--- src/rtl/mch_pkg.sv ---
`timescale 1ns / 1ps

package mch_pkg;

    // Field widths of the request and result items.
    localparam int KEY_W      = 32;
    localparam int CAP_W      = 5;
    localparam int COUNT_W    = 32;
    localparam int WAY_OUT_W  = 4;

    // Default number of ways and reset value of the capacity register.
    localparam int              WAYS_DEFAULT  = 16;
    localparam logic [CAP_W-1:0] CAPACITY_RESET = 5'd16;

    // Saturation value of the hit counter.
    localparam logic [COUNT_W-1:0] COUNT_MAX = {COUNT_W{1'b1}};

    // Request tdata layout: access_key, restart, zero fill to whole bytes.
    localparam int S_KEY_LSB     = 0;
    localparam int S_RESTART_BIT = KEY_W;
    localparam int S_FIELDS_W    = KEY_W + 1;
    localparam int S_TDATA_W     = ((S_FIELDS_W + 7) / 8) * 8;

    // Result tdata layout: hit, way_used, evicted_valid, evicted_key, hit_total.
    localparam int M_HIT_BIT     = 0;
    localparam int M_WAY_LSB     = 1;
    localparam int M_EVV_BIT     = M_WAY_LSB + WAY_OUT_W;
    localparam int M_EVK_LSB     = M_EVV_BIT + 1;
    localparam int M_TOTAL_LSB   = M_EVK_LSB + KEY_W;
    localparam int M_FIELDS_W    = M_TOTAL_LSB + COUNT_W;
    localparam int M_TDATA_W     = ((M_FIELDS_W + 7) / 8) * 8;

endpackage

--- src/rtl/mru_cache_hit_counter.sv ---
`timescale 1ns / 1ps
// A request passes through the input register and then the result register; it
// waits in the input register while the result channel stalls.
// Throughput: one request per cycle while the result channel does not stall; the
// tag compare over all ways and the state update are combinational in between.
// Reset (aresetn low, synchronous): cache empty, counter zero, capacity 16,
// both channel registers empty.

module mru_cache_hit_counter #(
    parameter int WAYS = mch_pkg::WAYS_DEFAULT
) (
    input  logic                          aclk,
    input  logic                          aresetn,
    // cfg_data: capacity[4:0]
    input  logic                          cfg_valid,
    output logic                          cfg_ready,
    input  logic [mch_pkg::CAP_W-1:0]     cfg_data,
    // s_tdata: access_key[31:0], restart[32], zero[39:33]
    input  logic                          s_tvalid,
    output logic                          s_tready,
    input  logic [mch_pkg::S_TDATA_W-1:0] s_tdata,
    // m_tdata: hit[0], way_used[4:1], evicted_valid[5], evicted_key[37:6],
    //          hit_total[69:38], zero[71:70]
    output logic                          m_tvalid,
    input  logic                          m_tready,
    output logic [mch_pkg::M_TDATA_W-1:0] m_tdata
);
    import mch_pkg::*;

    localparam int IW = (WAYS > 1) ? $clog2(WAYS) : 1;
    localparam int FW = $clog2(WAYS + 1);
    localparam int CW = (FW > CAP_W) ? FW : CAP_W;

    // Configuration register, always ready.
    logic [CAP_W-1:0] cap_reg;
    assign cfg_ready = 1'b1;

    always_ff @(posedge aclk) begin
        if (!aresetn) begin
            cap_reg <= CAPACITY_RESET;
        end else if (cfg_valid) begin
            cap_reg <= cfg_data;
        end
    end

    // Input register.
    logic             in_valid_reg;
    logic [KEY_W-1:0] in_key_reg;
    logic             in_restart_reg;
    logic             out_free;
    logic             proc;

    assign out_free = !m_tvalid || m_tready;
    assign proc     = in_valid_reg && out_free;
    assign s_tready = !in_valid_reg || out_free;

    always_ff @(posedge aclk) begin
        if (!aresetn) begin
            in_valid_reg <= 1'b0;
        end else if (s_tvalid && s_tready) begin
            in_valid_reg <= 1'b1;
        end else if (proc) begin
            in_valid_reg <= 1'b0;
        end
    end

    always_ff @(posedge aclk) begin
        if (s_tvalid && s_tready) begin
            in_key_reg     <= s_tdata[S_KEY_LSB +: KEY_W];
            in_restart_reg <= s_tdata[S_RESTART_BIT];
        end
    end

    // Cache control state.
    logic [FW-1:0]      fill_reg,   fill_next;
    logic [IW-1:0]      recent_reg, recent_next;
    logic [COUNT_W-1:0] count_reg,  count_next;

    logic [FW-1:0]      fill_eff;
    logic [IW-1:0]      recent_eff;
    logic [COUNT_W-1:0] count_eff;
    logic [CW-1:0]      cap_eff;
    logic [CW-1:0]      cap_ext;

    logic               hit;
    logic [IW-1:0]      hit_way;
    logic               victim_valid;
    logic [KEY_W-1:0]   victim_key;
    logic               miss_wr;
    logic [IW-1:0]      way;
    logic               evicted;
    logic [KEY_W-1:0]   evicted_key;

    mch_tag_store #(
        .WAYS (WAYS),
        .IW   (IW)
    ) u_tag_store (
        .aclk         (aclk),
        .aresetn      (aresetn),
        .lookup_key   (in_key_reg),
        .flush        (in_restart_reg),
        .upd_en       (proc),
        .wr_en        (miss_wr),
        .wr_way       (way),
        .victim_way   (recent_eff),
        .hit          (hit),
        .hit_way      (hit_way),
        .victim_valid (victim_valid),
        .victim_key   (victim_key)
    );

    // Restart empties the cache before the lookup.
    assign fill_eff   = in_restart_reg ? '0 : fill_reg;
    assign recent_eff = in_restart_reg ? '0 : recent_reg;
    assign count_eff  = in_restart_reg ? '0 : count_reg;

    // Capacity clamped to the range one to WAYS.
    assign cap_ext = CW'(cap_reg);
    always_comb begin
        cap_eff = cap_ext;
        if (cap_reg == '0) begin
            cap_eff = CW'(1);
        end else if (cap_ext > CW'(WAYS)) begin
            cap_eff = CW'(WAYS);
        end
    end

    // Hit, fill or replace decision.
    always_comb begin
        miss_wr     = 1'b0;
        way         = hit_way;
        evicted     = 1'b0;
        evicted_key = '0;
        fill_next   = fill_eff;
        count_next  = count_eff;
        if (hit) begin
            if (count_eff != COUNT_MAX) begin
                count_next = count_eff + COUNT_W'(1);
            end
        end else begin
            miss_wr = 1'b1;
            if (CW'(fill_eff) < cap_eff) begin
                way       = IW'(fill_eff);
                fill_next = fill_eff + FW'(1);
            end else begin
                way = recent_eff;
                if (victim_valid) begin
                    evicted     = 1'b1;
                    evicted_key = victim_key;
                end
            end
        end
        recent_next = way;
    end

    always_ff @(posedge aclk) begin
        if (!aresetn) begin
            fill_reg   <= '0;
            recent_reg <= '0;
            count_reg  <= '0;
        end else if (proc) begin
            fill_reg   <= fill_next;
            recent_reg <= recent_next;
            count_reg  <= count_next;
        end
    end

    // Result register.
    logic [M_TDATA_W-1:0] out_data_next;

    always_comb begin
        out_data_next                            = '0;
        out_data_next[M_HIT_BIT]                 = hit;
        out_data_next[M_WAY_LSB +: WAY_OUT_W]    = WAY_OUT_W'(way);
        out_data_next[M_EVV_BIT]                 = evicted;
        out_data_next[M_EVK_LSB +: KEY_W]        = evicted_key;
        out_data_next[M_TOTAL_LSB +: COUNT_W]    = count_next;
    end

    always_ff @(posedge aclk) begin
        if (!aresetn) begin
            m_tvalid <= 1'b0;
        end else if (proc) begin
            m_tvalid <= 1'b1;
        end else if (m_tready) begin
            m_tvalid <= 1'b0;
        end
    end

    always_ff @(posedge aclk) begin
        if (proc) begin
            m_tdata <= out_data_next;
        end
    end

endmodule

--- src/rtl/mch_tag_store.sv ---
`timescale 1ns / 1ps

module mch_tag_store #(
    parameter int WAYS = mch_pkg::WAYS_DEFAULT,
    parameter int IW   = (WAYS > 1) ? $clog2(WAYS) : 1
) (
    input  logic                      aclk,
    input  logic                      aresetn,
    input  logic [mch_pkg::KEY_W-1:0] lookup_key,
    input  logic                      flush,
    input  logic                      upd_en,
    input  logic                      wr_en,
    input  logic [IW-1:0]             wr_way,
    input  logic [IW-1:0]             victim_way,
    output logic                      hit,
    output logic [IW-1:0]             hit_way,
    output logic                      victim_valid,
    output logic [mch_pkg::KEY_W-1:0] victim_key
);
    import mch_pkg::*;

    logic [KEY_W-1:0] key_reg [WAYS];
    logic [WAYS-1:0]  valid_reg;
    logic [WAYS-1:0]  valid_next;
    logic [WAYS-1:0]  valid_eff;

    // A restart request sees an empty cache.
    assign valid_eff = flush ? '0 : valid_reg;

    // Parallel compare against every valid way, lowest index wins.
    always_comb begin
        hit     = 1'b0;
        hit_way = '0;
        for (int i = WAYS - 1; i >= 0; i--) begin
            if (valid_eff[i] && key_reg[i] == lookup_key) begin
                hit     = 1'b1;
                hit_way = IW'(i);
            end
        end
    end

    // Victim read for a replacement.
    assign victim_valid = valid_eff[victim_way];
    assign victim_key   = key_reg[victim_way];

    // Valid bits: cleared by restart, set by a fill or replacement.
    always_comb begin
        valid_next = valid_reg;
        if (upd_en) begin
            valid_next = valid_eff;
            for (int i = 0; i < WAYS; i++) begin
                if (wr_en && wr_way == IW'(i)) begin
                    valid_next[i] = 1'b1;
                end
            end
        end
    end

    always_ff @(posedge aclk) begin
        if (!aresetn) begin
            valid_reg <= '0;
        end else begin
            valid_reg <= valid_next;
        end
    end

    // Key storage needs no reset; only valid entries are ever read out.
    always_ff @(posedge aclk) begin
        for (int i = 0; i < WAYS; i++) begin
            if (upd_en && wr_en && wr_way == IW'(i)) begin
                key_reg[i] <= lookup_key;
            end
        end
    end

endmodule

--- config.mk ---
export PLATFORM = sky130hd
export DESIGN_NAME = mru_cache_hit_counter
export DESIGN_NICKNAME = d
export VERILOG_FILES = /design/src/rtl/mch_pkg.sv /design/src/rtl/mru_cache_hit_counter.sv /design/src/rtl/mch_tag_store.sv
export SDC_FILE = /design/constraint.sdc
export NUM_CORES = 2
export LEC_CHECK = 0
export BUFFER_PORTS_ARGS = -buffer_cell sky130_fd_sc_hd__buf_2
export CAP_MARGIN = 20
export CORE_MARGIN = 4
export CORE_UTILIZATION = 30
export CTS_CLUSTER_DIAMETER = 60
export DETAILED_ROUTE_END_ITERATION = 16
export PLACE_DENSITY = 0.45
export SYNTH_ARGS = -nofsm -noshare
export SYNTH_HDL_FRONTEND = slang
export SYNTH_SLANG_ARGS = --single-unit
--- constraint.sdc ---
create_clock -name aclk -period 14.5 [get_ports aclk]
set_clock_uncertainty 0.1 [all_clocks]
set_input_delay 2.175 -clock aclk [delete_from_list [all_inputs] [get_ports aclk]]
set_output_delay 2.175 -clock aclk [all_outputs]
set_load 0.02 [all_outputs]
-- Word-level counts from Yosys, hierarchy flattened
Memories as Yosys holds them, arrays and structs flattened. A register that Yosys moved wholly into a read port is not among the register bits.
Cells that the tools add are included.
- memories: 1
- ROM bits: 0
- latch bits: 0
- input bits: 50
- output and inout bits: 75
- register bits after elaboration: 135
- RAM bits: 512
- memory list (name ; depth ; width ; read ports ; clocked after Yosys merged registers in ; write ports ; RTL line ; RTL):
    u_tag_store.key_reg ; 16 ; 32 ; 17 ; 1 ; 1 ; mch_tag_store.sv:22 ; logic [KEY_W-1:0] key_reg [WAYS];
- reduce and logical (&&, ||, !) cells: 76
- add/sub/neg operators: 2
- eq/ne operators: 32
- bitwise operators: 1
- shift operators: 0
- muxes and demuxes: 145
- div/mod/pow operators: 0
- multipliers: 0
- $lt $le $gt $ge: 3
- operator list (kind ; number):
    $mux W32 ; 18
    $eq A32 B32 Y1 ; 16
    $reduce_or A32 Y1 ; 15
    $mux W4 ; 34
    $mux W1 ; 86
    $logic_and A1 B1 Y1 ; 51
    $add A32 B1 Y32 const B ; 1
    $eq A4 B4 Y1 const B ; 8
    $ne A32 B32 Y1 const B ; 1
    $mux W5 ; 5
    $eq A4 B3 Y1 const B ; 4
    $mux W16 ; 1
    $eq A4 B2 Y1 const B ; 2
    $add A5 B1 Y5 const B ; 1
    $gt A5 B5 Y1 const B ; 1
    $logic_not A5 Y1 ; 1
    $lt A4 B5 Y1 const B ; 1
    $lt A5 B5 Y1 ; 1
    $bmux W1 S4 ; 1
    $eq A4 B1 Y1 const B ; 1
    $logic_not A4 Y1 ; 1
    $reduce_bool A2 Y1 ; 2
    $reduce_or A3 Y1 ; 1
    $logic_not A1 Y1 ; 2
    3 further kinds ; 4

-- Longest topological paths before layout
An unclocked memory read counts as a cell.
- word-level depth: 40
- mapped depth: 19

-- Cells and area by module
Synthesis repeated with hierarchy kept, for this count alone.
- cell total of the unflattened synthesis: 2193
- area total of the unflattened synthesis: 33513.4 um^2
- by module, submodules not included (module ; cells each ; times used ; sequential area each (um^2) ; area each (um^2)):
    mch_tag_store ; 1579 ; 1 ; 15695.1 ; 26610.5
    mru_cache_hit_counter ; 614 ; 1 ; 4053.9 ; 6902.9

-- Worst setup path before layout
No wires, ideal clock.
- path kind: register to register
- start: register in_restart_reg
- end: memory u_tag_store.key_reg[10][0] (enable)
- cell stages (with the launch flop): 18
- clock period less this slack: 5545 ps
- data arrival time: 5024 ps
- data required time: 13979 ps
- slack: 8955 ps
- path buffers: 8
- cell sequence: edfxtp_1 -> buf_4 -> buf_2 -> buf_2 -> buf_2 -> clkbuf_1 -> clkbuf_1 -> clkbuf_1 -> nor2b_1 -> ha_1 -> or3_1 -> o21ai_0 -> or2_2 -> buf_4 -> o211ai_2 -> and2_1 -> or4_4 -> nor2_1
- word-level cells in the longest chain between the ends: 39
- ends and longest elaborated chain (item ; RTL line ; RTL):
    start: declaration ; mru_cache_hit_counter.sv:49 ; logic in_restart_reg;
    start signal: assignment ; mru_cache_hit_counter.sv:70 ; in_restart_reg <= s_tdata[S_RESTART_BIT];
    $mux W16 ; mch_tag_store.sv:28 ; assign valid_eff = flush ? '0 : valid_reg;
    $logic_and A1 B1 Y1 ; mch_tag_store.sv:35 ; if (valid_eff[i] && key_reg[i] == lookup_key) begin
    $mux W4 or $mux W1 (tied branches) (16 in series) ; mch_tag_store.sv:35 ;
    $mux W4 or $mux W1 (tied branches) ; mru_cache_hit_counter.sv:136 ; if (hit) begin
    $eq A4 B1 Y1 or $logic_and A1 B1 Y1 (tied branches) ; mch_tag_store.sv:70 ; if (upd_en && wr_en && wr_way == IW'(i)) begin
    $logic_and A1 B1 Y1 ; mch_tag_store.sv:70 ;
    $mux W1 ; mch_tag_store.sv:70 ;
    $mux W1 (not written as such) ; mch_tag_store.sv:71 ; key_reg[i] <= lookup_key;
    $reduce_or A32 Y1 (no line) ; - ;
    $mux W4 (no line) or $mux W1 (tied branches) (15 in series) ; - ;
    end: declaration ; mch_tag_store.sv:22 ;
Several ways; a longest one is shown, not always the timed one.

-- Worst setup path in the final report
- start: register in_key_reg[27]
- end: memory u_tag_store.key_reg[5][13] (enable)
- word-level cells in the longest chain between the ends: 39
- ends and longest elaborated chain (item ; RTL line ; RTL):
    start: declaration ; mru_cache_hit_counter.sv:48 ; logic [KEY_W-1:0] in_key_reg;
    start signal: assignment ; mru_cache_hit_counter.sv:69 ; in_key_reg <= s_tdata[S_KEY_LSB +: KEY_W];
    $eq A32 B32 Y1 ; mch_tag_store.sv:35 ;
    $logic_and A1 B1 Y1 ; mch_tag_store.sv:35 ;
    $mux W4 or $mux W1 (tied branches) (16 in series) ; mch_tag_store.sv:35 ;
    $mux W4 or $mux W1 (tied branches) ; mru_cache_hit_counter.sv:136 ;
    $eq A4 B1 Y1 or $logic_and A1 B1 Y1 (tied branches) ; mch_tag_store.sv:70 ;
    $logic_and A1 B1 Y1 ; mch_tag_store.sv:70 ;
    $mux W1 ; mch_tag_store.sv:70 ;
    $mux W1 (not written as such) ; mch_tag_store.sv:71 ;
    $reduce_or A32 Y1 (no line) ; - ;
    $mux W4 (no line) or $mux W1 (tied branches) (15 in series) ; - ;
Several ways; a longest one is shown, not always the timed one.

==> qor.log <==
qor: status.status finished clean
qor: worst_setup_path.timing.critical_path.from_type flip-flop
qor: cts.clock_tree.buffer_depth 3
qor: global_routing.globalRouteOverflowTotal 0
qor: cts.cts_repair_resize_count 0
qor: die.floorplan.initialDensity 30.2%
qor: pwr.vdd.ir_drop.worst 93.3 uV
qor: cts.clkSinkCount 679
qor: timing.fmax 0.171 GHz
qor: worst_setup_path.critPathSlowestCell nor2_4
qor: synth.synth_warnings 0
qor: cts.cts-buffers-inserted 89
qor: pwr.pwr_density 118 nW/um2
qor: timing.period_needed 5.85 ns
qor: timing.setup_violations 0
qor: global_routing.gr-usage-all-layers 21.2%
qor: route.drt_first_pass_iters 5
qor: pwr.p_leak 12.9 nW
qor: placed_design.detailedPlacementHpwl 93400 um
qor: worst_setup_path.slowest_delay 1.00 ns
qor: synth.syn-instance-count 2946
qor: cts.cts_root_buffer clkbuf_16
qor: min_path.hold_class reg -> reg
qor: final_layout.finish.utilization 34.4%
qor: synth.synth.top_cells.by_area edfxtp_1, xor2_1, xnor2_1
qor: route.wire_per_inst 29.6 um
qor: placed_design.routabilityCongestion 0.951
qor: placed_design.place.port_buffers 114
qor: synth.yosys_register_bits 679
qor: final_layout.mostFrequentLayoutCell edfxtp_1
qor: final_layout.largest_reg_flops 512
qor: job.timing.max_cap.violations 0
qor: route.drt_iter0_markers 2678
qor: synth.synth_top_area_share 51.9%
qor: die.core_area 118000 um2
qor: worst_setup_path.critical_path_peak_fanout 32
qor: die.die-area 124000 um2
qor: timing.grt_setup_unrepaired no
qor: global_routing.grt_pass1_wl 192000 um
qor: timing.max_slew_margin 24.7%
qor: timing.sum_of_negative_setup_slack 0 ns
qor: global_routing.antenna_found_initial 5
qor: global_routing.first_global_vias 25200
qor: synth.syn_area 35600 um2
qor: final_layout.layout.nets 3074
qor: cts.worst_skew_pair.late_latency 0.71 ns
qor: worst_setup_path.criticalPathCategory reg -> reg
qor: worst_setup_path.critical_path_required 14.71 ns
qor: final_layout.layout-drive-gt1-share 15.5%
qor: worst_setup_path.worstRegToRegCells 10
qor: worst_setup_path.path_cells buf_4 > xor2_1 > nor4_1 > and4_1 > nor4bb_1 > nor4b_2 > nand4bb_1 > nor2_2 > nand3_1 > nor2_4
qor: synth.synth_enable_flop_cells 615
qor: route.drc_violations 0
qor: final_layout.flow.area_growth_from_synthesis 13.9%
qor: cts.clk_pin_slew_worst_paths 0.06 ns
qor: route.avgViaCountPerCell 5.53
qor: cts.cts_tree done
qor: min_path.hold_path_depth 2
qor: die.io_pins 125
qor: global_routing.grt_start_max_net_pins 103
qor: cts.cts_max_level 3
qor: worst_setup_path.critPathCaptureType flip-flop
qor: synth.synth_flop_cell edfxtp_1
qor: synth.post_synth_num_cell_types 76
qor: final_layout.layout.cells.most_common_list edfxtp_1, xor2_1, a21oi_1, nor4_1, xnor2_1
qor: synth.avgSynthCellArea 12.1 um2
qor: route.postRouteAntennaNets 0
qor: pwr.totalPowerFinal 4.80 mW
qor: synth.synth.largest_area_cell edfxtp_1
qor: route.routed_wirelength 137000 um
qor: route.num_vias 25600
qor: die.die_width 352 um
qor: die.row_count 126
qor: die.floorplan.die.height 352 um
qor: final_layout.n_fill_cell 11600
qor: timing.worst-slew-pin-transition 1.13 ns
qor: synth.yosysSeqAreaShare 55.5%
qor: timing.final-max-slew-violation-count 0
qor: timing.hold_violations 0
qor: cts.post_cts_hold_buffer_count 0
qor: timing.period_share 40.4%
qor: worst_setup_path.crit_arrival 6.06 ns
qor: cts.postCtsSetupBuffers 0
qor: synth.ys_async_sr_fraction 0%
## synth_stat cells, drive strengths merged, types with 8 or more instances
| master | number |
|---|---|
| edfxtp | 615 |
| xor2 | 393 |
| a21oi | 212 |
| nor4 | 167 |
| xnor2 | 152 |
| nand2 | 121 |
| clkbuf | 109 |
| o21ai | 106 |
| nand4 | 102 |
| mux2 | 98 |
| buf | 95 |
| nor2 | 93 |
| nor2b | 90 |
| nand3 | 83 |
| mux2i | 72 |
| dfxtp | 64 |
| o211ai | 41 |
| nor3 | 39 |
| a211oi | 36 |
| a22oi | 33 |
| o221ai | 32 |
| nor3b | 21 |
| or4 | 18 |
| and3 | 16 |
| or3 | 16 |
| and4 | 14 |
| inv | 12 |
| nor4b | 12 |
| and2 | 8 |
## power by group
| part | switching [mW] | internal (mW) | total (mW) | leakage [nW] |
|---|---|---|---|---|
| Combinational | 0.303 | 0.105 | 0.408 | 5.36 |
| Clock | 0.945 | 1.27 | 2.21 | 1.44 |
| Sequential | 0.0170 | 2.16 | 2.18 | 6.10 |
| Total | 1.27 | 3.53 | 4.80 | 12.9 |
## layer usage
metal | global-route usage (%) | wire (um)
met1 | 30.0 | 61500
met2 | 33.1 | 61400
met3 | 3.55 | 9060
met4 | 7.13 | 4950
met5 | 0 | 0
## per-stage QoR
| step | hold WS (ns) | std cells | instance area, um2 | setup WS (ns) |
|---|---|---|---|---|
| 2_1_floorplan | 0.321 | 2947 | 35600 | 8.95 |
| 3_3_place_gp | 0.335 | 4458 | 37500 | 8.64 |
| 3_5_place_dp | 0.347 | 4460 | 37500 | 8.63 |
| 4_1_cts | 0.365 | 4627 | 40500 | 8.64 |
| 5_1_grt | 0.379 | 4630 | 40500 | 8.41 |
| 6_report | 0.366 | 4631 | 40500 | 8.65 |
## path summary, 6_finish.rpt
kind | from | end | slack, ns
setup reg to reg | in_key_reg[27] | u_tag_store.key_reg[5][13] | 8.65
hold reg to reg | u_tag_store.valid_reg[2] | u_tag_store.valid_reg[2] | 0.37
hold / removal | u_tag_store.valid_reg[2] | u_tag_store.valid_reg[2] | 0.37
setup / recovery | in_key_reg[27] | u_tag_store.key_reg[5][13] | 8.65
## critical path, delay by kind of cell (launching register included)
| kind | cells | cell delay, ns |
|---|---|---|
| buffers and inverters | 1 | 0.52 |
| AND/OR/NAND/NOR | 8 | 4.10 |
| flip-flops | 1 | 0.32 |
| XOR/XNOR | 1 | 0.40 |
## cell type report
cell class                      instances  area [um2]  share of cell area, %
Timing Repair Buffer                  184        1190                   2.94
Sequential cell                       679       19800                   48.7
Tap cell                             1536        1920                   4.74
Clock inverter                         59         599                   1.48
Multi-Input combinational cell       2051       14700                   36.2
Inverter                               13        51.3                  0.127
Antenna cell                            1        2.50                0.00617
Clock buffer                          108        2350                   5.79
## logic make-up after synthesis
group | count (synthesis) | share of synthesized area (%)
AND/OR/NAND/NOR | 826 | 13.3
flip-flops | 679 | 55.5
XOR/XNOR | 545 | 13.4
AO/OA/AOI/OAI | 498 | 8.65
buffers and inverters | 217 | 3.63
multiplexers | 173 | 5.32
adder cells (fa/ha/maj) | 6 | 0.211
other | 2 | 0.0211
No activity file was read; power rests on OpenSTA's default activity.
